[config.mk]
export PLATFORM = sky130hd
export DESIGN_NAME = decimal_text_to_fixed_point_top
export DESIGN_NICKNAME = d
export VERILOG_FILES = /design/src/rtl/dtfp_pkg.sv /design/src/rtl/decimal_text_to_fixed_point_top.sv /design/src/rtl/dtfp_step.sv /design/src/rtl/dtfp_result.sv
export SDC_FILE = /design/constraint.sdc
export NUM_CORES = 1
export LEC_CHECK = 0
export BUFFER_PORTS_ARGS = -buffer_cell sky130_fd_sc_hd__buf_2
export CORE_MARGIN = 2
export CORE_UTILIZATION = 57
export DETAILED_ROUTE_END_ITERATION = 8
export PLACE_DENSITY = 0.78
export SETUP_SLACK_MARGIN = 0.5
export SKIP_CTS_REPAIR_TIMING = 1
export SLEW_MARGIN = 20
export SYNTH_ARGS = -nofsm -noshare
export SYNTH_HDL_FRONTEND = slang
export SYNTH_SLANG_ARGS = --single-unit
[constraint.sdc]
create_clock -name clk -period 3.6 [get_ports clk]
set_input_delay 0.36 -clock clk [delete_from_list [all_inputs] [get_ports clk]]
set_output_delay 0.36 -clock clk [all_outputs]
set_load 0.02 [all_outputs]
[src/rtl/dtfp_pkg.sv]
// Shared types and constants for the decimal text to fixed point converter.
// No dependencies; every other file imports this package.
package dtfp_pkg;

	localparam int unsigned MAX_CHARS = 7;

	localparam logic [15:0] ERROR_VALUE   = 16'd65535;
	localparam logic [16:0] LARGEST_VALUE = 17'd65534;
	localparam logic [7:0]  CODE_ZERO     = 8'd48;
	localparam logic [7:0]  CODE_NINE     = 8'd57;
	localparam logic [7:0]  CODE_POINT    = 8'd46;
	localparam logic [7:0]  CODE_FIVE     = 8'd53;

	localparam logic [3:0]  CHAR_LIMIT    = 4'(MAX_CHARS);
	localparam logic [2:0]  INT_DIG_SAT   = 3'd4;
	localparam logic [2:0]  INT_DIG_MAX   = 3'd3;
	localparam logic [1:0]  FRAC_DIG_TWO  = 2'd2;
	localparam logic [1:0]  FRAC_DIG_DONE = 2'd3;

	// Parse state carried from one character to the next
	typedef struct packed {
		logic [16:0] acc;
		logic [2:0]  int_dig;
		logic [1:0]  frac_dig;
		logic        point;
		logic        digit;
		logic        bad;
		logic        round;
		logic [3:0]  cnt;
	} parse_st_t;

endpackage

[src/rtl/decimal_text_to_fixed_point_top.sv]
// Decimal text to fixed point converter, top level.
// The last character goes through the input register, the final state snapshot and the output register to a result.
// Throughput: one character per cycle; each stage stalls only on its own successor.
// The parse step is one shift-add multiply by ten; result scaling has its own stage.
// Reset (arst_n low, asynchronous) clears parse state and all valid flags.
// Depends on dtfp_pkg, dtfp_step, dtfp_result.
module decimal_text_to_fixed_point_top
	import dtfp_pkg::*;
(
	input  logic        clk,
	input  logic        arst_n,
	input  logic        in_valid,
	output logic        in_ready,
	input  logic [7:0]  char_code,
	input  logic        last_char,
	output logic        out_valid,
	input  logic        out_ready,
	output logic [15:0] value,
	output logic        error
);

	logic        v_s1;
	logic [7:0]  char_s1;
	logic        last_s1;
	parse_st_t   st_q;
	parse_st_t   st_nxt;
	logic        v_s2;
	parse_st_t   fin_s2;
	logic [15:0] res_value;
	logic        res_error;
	logic [15:0] value_q;
	logic        error_q;
	logic        out_valid_q;

	logic out_en;
	logic s2_free;
	logic s1_go;

	// stage enables
	assign out_en   = !out_valid_q || out_ready;
	assign s2_free  = !v_s2 || out_en;
	assign s1_go    = v_s1 && (!last_s1 || s2_free);
	assign in_ready = !v_s1 || s1_go;

	// input register
	always_ff @(posedge clk or negedge arst_n) begin
		if (!arst_n) begin
			v_s1 <= 1'b0;
		end else if (in_ready) begin
			v_s1 <= in_valid;
		end
	end

	always_ff @(posedge clk) begin
		if (in_ready && in_valid) begin
			char_s1 <= char_code;
			last_s1 <= last_char;
		end
	end

	dtfp_step u_step (
		.cur       (st_q),
		.char_code (char_s1),
		.nxt       (st_nxt)
	);

	// parse state; cleared after the last character of a string
	always_ff @(posedge clk or negedge arst_n) begin
		if (!arst_n) begin
			st_q <= '0;
		end else if (s1_go) begin
			st_q <= last_s1 ? '0 : st_nxt;
		end
	end

	// final state snapshot for the result stage
	always_ff @(posedge clk or negedge arst_n) begin
		if (!arst_n) begin
			v_s2 <= 1'b0;
		end else if (s2_free) begin
			v_s2 <= s1_go && last_s1;
		end
	end

	always_ff @(posedge clk) begin
		if (s1_go && last_s1) begin
			fin_s2 <= st_nxt;
		end
	end

	dtfp_result u_result (
		.fin   (fin_s2),
		.value (res_value),
		.error (res_error)
	);

	// output register
	always_ff @(posedge clk or negedge arst_n) begin
		if (!arst_n) begin
			out_valid_q <= 1'b0;
		end else if (out_en) begin
			out_valid_q <= v_s2;
		end
	end

	always_ff @(posedge clk) begin
		if (out_en && v_s2) begin
			value_q <= res_value;
			error_q <= res_error;
		end
	end

	assign out_valid = out_valid_q;
	assign value     = value_q;
	assign error     = error_q;

endmodule

[src/rtl/dtfp_step.sv]
// Per-character parse update: folds one character into the parse state.
// Depends on dtfp_pkg.
module dtfp_step
	import dtfp_pkg::*;
(
	input  parse_st_t  cur,
	input  logic [7:0] char_code,
	output parse_st_t  nxt
);

	logic        is_digit;
	logic [16:0] digit_ext;
	logic [16:0] acc_mac;
	logic [2:0]  int_inc;

	assign is_digit  = (char_code >= CODE_ZERO) && (char_code <= CODE_NINE);
	assign digit_ext = {9'd0, char_code - CODE_ZERO};
	// acc * 10 + d, as shift-add, kept to 17 bits
	assign acc_mac   = (cur.acc << 3) + (cur.acc << 1) + digit_ext;
	assign int_inc   = (cur.int_dig < INT_DIG_SAT) ? cur.int_dig + 3'd1 : cur.int_dig;

	always_comb begin
		nxt = cur;

		// length check
		if (cur.cnt >= CHAR_LIMIT) begin
			nxt.bad = 1'b1;
		end else begin
			nxt.cnt = cur.cnt + 4'd1;
		end

		// character class
		if (is_digit) begin
			nxt.digit = 1'b1;
			if (!cur.point) begin
				nxt.int_dig = int_inc;
				if (int_inc <= INT_DIG_MAX) begin
					nxt.acc = acc_mac;
				end
			end else if (cur.frac_dig < FRAC_DIG_TWO) begin
				nxt.frac_dig = cur.frac_dig + 2'd1;
				nxt.acc      = acc_mac;
			end else if (cur.frac_dig == FRAC_DIG_TWO) begin
				nxt.frac_dig = FRAC_DIG_DONE;
				nxt.round    = (char_code >= CODE_FIVE);
			end
		end else if ((char_code == CODE_POINT) && !cur.point) begin
			nxt.point = 1'b1;
		end else begin
			nxt.bad = 1'b1;
		end
	end

endmodule

[src/rtl/dtfp_result.sv]
// Result formation: scales the final parse state to hundredths and flags bad text or out-of-range values.
// Depends on dtfp_pkg.
module dtfp_result
	import dtfp_pkg::*;
(
	input  parse_st_t   fin,
	output logic [15:0] value,
	output logic        error
);

	logic [16:0] scaled;
	logic [16:0] total;

	// scale to hundredths by the number of decimals taken
	always_comb begin
		case (fin.frac_dig)
			2'd0:    scaled = (fin.acc << 6) + (fin.acc << 5) + (fin.acc << 2);
			2'd1:    scaled = (fin.acc << 3) + (fin.acc << 1);
			default: scaled = fin.acc;
		endcase
	end

	assign total = scaled + {16'd0, fin.round};

	assign error = fin.bad || !fin.digit || (fin.int_dig > INT_DIG_MAX) ||
		(total > LARGEST_VALUE);
	assign value = error ? ERROR_VALUE : total[15:0];

endmodule

==> impl_summary.log <==
[metrics] master of the slowest instance on the critical path: fa_1
[metrics] number of clock buffers inserted by TritonCTS: 9
[metrics] status: finished with violations
[metrics] number of port buffers: 31
[metrics] fillers: 785
[metrics] number of global-route vias before repair: 5032
[metrics] CP Class: register to register
[metrics] pwr dens: 337 nW/µm²
[metrics] largest incremental delay on the critical path: 0.60 ns
[metrics] total congestion overflow: 0
[metrics] count of cell types in the netlist: 68
[metrics] die area: 11700 µm²
[metrics] count of state elements after synthesis: 82
[metrics] core box area: 10700 µm²
[metrics] min cycle time layout: 3.73 ns
[metrics] I/O pins: 32
[metrics] crit path launch type: register
[metrics] post-layout power: 2550 µW
[metrics] portion of total power attributed to the clock network: 29.4%
[metrics] top flip-flop cell by instance count after synthesis: edfxtp_1
[metrics] unrepaired setup endpoints after global routing: yes
[metrics] GPL Wtd Cong: 0.900
[metrics] violated checks: negative setup slack
[metrics] H-tree levels: 3
[metrics] height of the die: 108 µm
[metrics] number of search-and-repair iterations in the first detailed-routing pass: 5
[metrics] EDFF count, synth: 49
[metrics] pin slew with the least headroom to its limit: 0.944 ns
[metrics] pin count of the biggest net entering global routing: 34
[metrics] Iteration-0 DRC Markers: 357
[metrics] post-layout net count: 803
[metrics] final hold violation count: 0
[metrics] average routed wire per standard cell: 18.1 µm
[metrics] static leakage: 0.00320 µW
[metrics] multi-input combinational cell area: 4060 µm²
[metrics] yosys synthesis warning count: 0
[metrics] worst slew slack as a fraction of its limit: 37.0%
[metrics] Seq pwr share: 42.4%
[metrics] share of synthesized registers carrying an async set or reset: 40.2%
[metrics] class of the tightest hold or removal check: input pin to async pin
[metrics] area growth from synthesis to layout: 21.7%
[metrics] DRT Wirelength: 15.6 mm
[metrics] via-per-instance ratio: 6.09
[metrics] net switching power: 814 µW
[metrics] WP depth: 13
[metrics] placed cell count: 830
[metrics] Diodes inserted: 0
[metrics] cell family with most CP delay: simple AND/OR/NAND/NOR gates
[metrics] share of post-route cells with drive strength above 1: 25.9%
[metrics] TritonCTS clock tree: done
[metrics] area taken by flip-flops and latches: 2300 µm²
[metrics] average instance area after synthesis: 9.88 µm²
[metrics] Skew-Pair Late Insertion Delay: 0.37 ns
[metrics] starting density of the core: 57.8%
[metrics] fraction of power spent switching nets: 32.0%
[metrics] share of synthesized area occupied by flip-flops and latches: 37.0%
[metrics] VDD IR max: 0.000311 V
[metrics] endpoint of the worst register-to-register path: value[0]
[metrics] clock-pin slew reported for the worst setup and hold paths after clock tree synthesis: 0.11 ns
[metrics] worst slack on hold paths: 0.0661 ns
[metrics] maximum buffer depth of the clock tree: 2
[metrics] DRC violations left: 0
[metrics] internal power: 1730 µW
[metrics] overall routing resource usage: 25.7%
[metrics] ordered list of cells on the worst path: fa_1, ha_4, a211oi_4, nor2_1, or3_4, a31oi_1, xnor2_1, a221oi_2, buf_4, nor4_4, mux2i_2, buf_4, or2_1
[metrics] global-route wire length before repair: 23.6 mm
[metrics] synthesized instance count: 628
[metrics] worst reg-to-reg path cell count: 13
[metrics] Synth Cell Area: 6210 µm²
[metrics] origin of the critical flop-to-flop path: fin_s2[17]
[metrics] maximum net fanout on the critical path: 4
[metrics] FF-to-FF setup slack: -0.13 ns
[metrics] post-detail-place hpwl: 10.9 mm
[metrics] initial antenna violation count: 0
[metrics] Critical Path Sink Type: register
[metrics] cell occurring most often along the worst timing path: buf_4
[metrics] CTS Root Cell: clkbuf_8
[metrics] worst-case setup margin in the final layout: -0.128 ns
[metrics] combinational fraction of design power: 28.2%
[metrics] start point of the critical path: fin_s2[17]
[metrics] Buf/Inv on CP: 2
[metrics] number of standard cells in the layout, taps in and fillers out: 863
[metrics] number of vias after detailed routing: 5253
[metrics] worst setup path end: value[0]
[metrics] clock sink count: 82
[metrics] Post-Syn Nets: 713
[metrics] max-slew violation total from the final report: 0
[metrics] CP Data Required Time: 3.73 ns
[metrics] final-report setup violation count: 17
[metrics] number of max-cap violations: 0
[metrics] Post-Route Utilization: 70.3%
[metrics] clock tree skew after final layout: 0.0226 ns
[metrics] critical path data arrival time: 3.86 ns
[metrics] post-route ant nets: 0
[metrics] Cell Rows: 38
[metrics] crit share post-route: 104%
[metrics] Fmax: 0.268 GHz
[metrics] horizontal die dimension: 108 µm
sequential cells by signal, summed over array words and instances, names as in the netlist:
signal,count
char_s1,8
out_valid,1
fin_s2,23
v_s2,1
error,1
value,16
last_s1,1
st_q,30
v_s1,1
logic make-up after synthesis:
kind of cell               Yosys count  share of synthesized area, %
DFF                                 82                          37.0
buffers and inverters               48                          3.10
AOI/OAI and AO/OA                  158                          17.3
adders and majority gates           72                          16.7
and+or+nand+nor                    210                          17.3
muxes                               15                          2.50
xor gates and xnor gates            43                          6.07
cell usage after synthesis, drive strengths merged (4+ instances only):
cell type	instances	area (µm²)
a211oi	6	57.6
a21o	8	60.1
a21oi	33	165
a22o	11	96.3
a31oi	6	37.5
and2	7	43.8
and3	6	37.5
buf	6	35.0
clkbuf	12	45.0
dfrtp	33	826
edfxtp	49	1470
fa	18	360
ha	54	676
inv	30	113
mux2	4	45.0
mux2i	11	110
nand2	68	255
nand2b	21	134
nand3	10	50.1
nor2	44	165
nor2b	10	62.6
nor3	11	55.1
nor3b	5	37.5
o211ai	8	60.1
o21ai	43	215
o22ai	5	31.3
o31ai	4	30.0
or2	9	56.3
or3	4	30.0
xnor2	22	193
xor2	21	184
how the worst min path moves through the flow:
stage / slack [ns] / cells after the start / end
final: 0.07 / 1 / st_q[14]
after global routing: 0.12 / 1 / st_q[0]
after CTS: 0.08 / 1 / st_q[14]
after detailed placement: 0.47 / 1 / st_q[2]
after global placement: 0.46 / 1 / st_q[3]
after floorplan: 0.06 / 0 / out_valid
per-stage QoR:
stage	cell area (µm²)	setup TNS [ns]	worst slack, ns
after global routing	7550	-3.62	-0.242
after global placement	6890	-0.0169	-0.00903
after CTS	7110	-1.64	-0.145
final	7550	-1.45	-0.128
after detailed placement	6890	-1.44	-0.143
after floorplan	6270	-0.0635	-0.0318
cell usage in the layout, fill, tap and decap left out, types with 11 or more instances in the layout:
| master | Yosys | final |
|---|---|---|
| a22o_1 | 11 | 11 |
| edfxtp_1 | 49 | 49 |
| a21oi_1 | 33 | 23 |
| dfrtp_1 | 33 | 33 |
| nor2_1 | 44 | 43 |
| buf_2 | 4 | 31 |
| nand2b_1 | 20 | 20 |
| fa_1 | 18 | 16 |
| xor2_1 | 21 | 19 |
| xnor2_1 | 22 | 20 |
| o21ai_0 | 43 | 28 |
| inv_1 | 30 | 26 |
| nand2_1 | 68 | 67 |
| buf_4 | 0 | 58 |
| ha_1 | 54 | 46 |
power groups by stage:
stage,clock [µW],combinational [µW],sequential (µW)
5_1_grt,791,779,1090
3_3_place_gp,0,579,1100
4_1_cts,756,610,1080
2_1_floorplan,0,419,1090
3_5_place_dp,0,606,1100
6_report,748,718,1080
metal layers:
| layer | vias to the layer above | track usage, % | wire length, µm |
|---|---|---|---|
| li1 | 2462 | - | - |
| met1 | 2545 | 32.5 | 6270 |
| met2 | 208 | 44.6 | 8200 |
| met3 | 38 | 4.70 | 750 |
| met4 | 0 | 8.24 | 430 |
| met5 | - | 0 | 0 |
worst register-to-register path, cell delays in order (launching register included):
cell	delay, ns
edfxtp_1	0.51
fa_1	0.60
ha_4	0.23
a211oi_4	0.27
nor2_1	0.10
or3_4	0.39
a31oi_1	0.19
xnor2_1	0.16
a221oi_2	0.08
buf_4	0.18
nor4_4	0.29
mux2i_2	0.12
buf_4	0.16
or2_1	0.23
layout make-up:
| class | count | area share, % |
|---|---|---|
| clock inverter | 4 | 0.480 |
| multi-input combinational | 498 | 53.8 |
| tap | 140 | 2.32 |
| inverter | 30 | 1.49 |
| clock buffer | 12 | 2.49 |
| sequential | 82 | 30.4 |
| timing repair buffer | 97 | 9.01 |
Note: power is estimated with default switching activity, not from simulation.
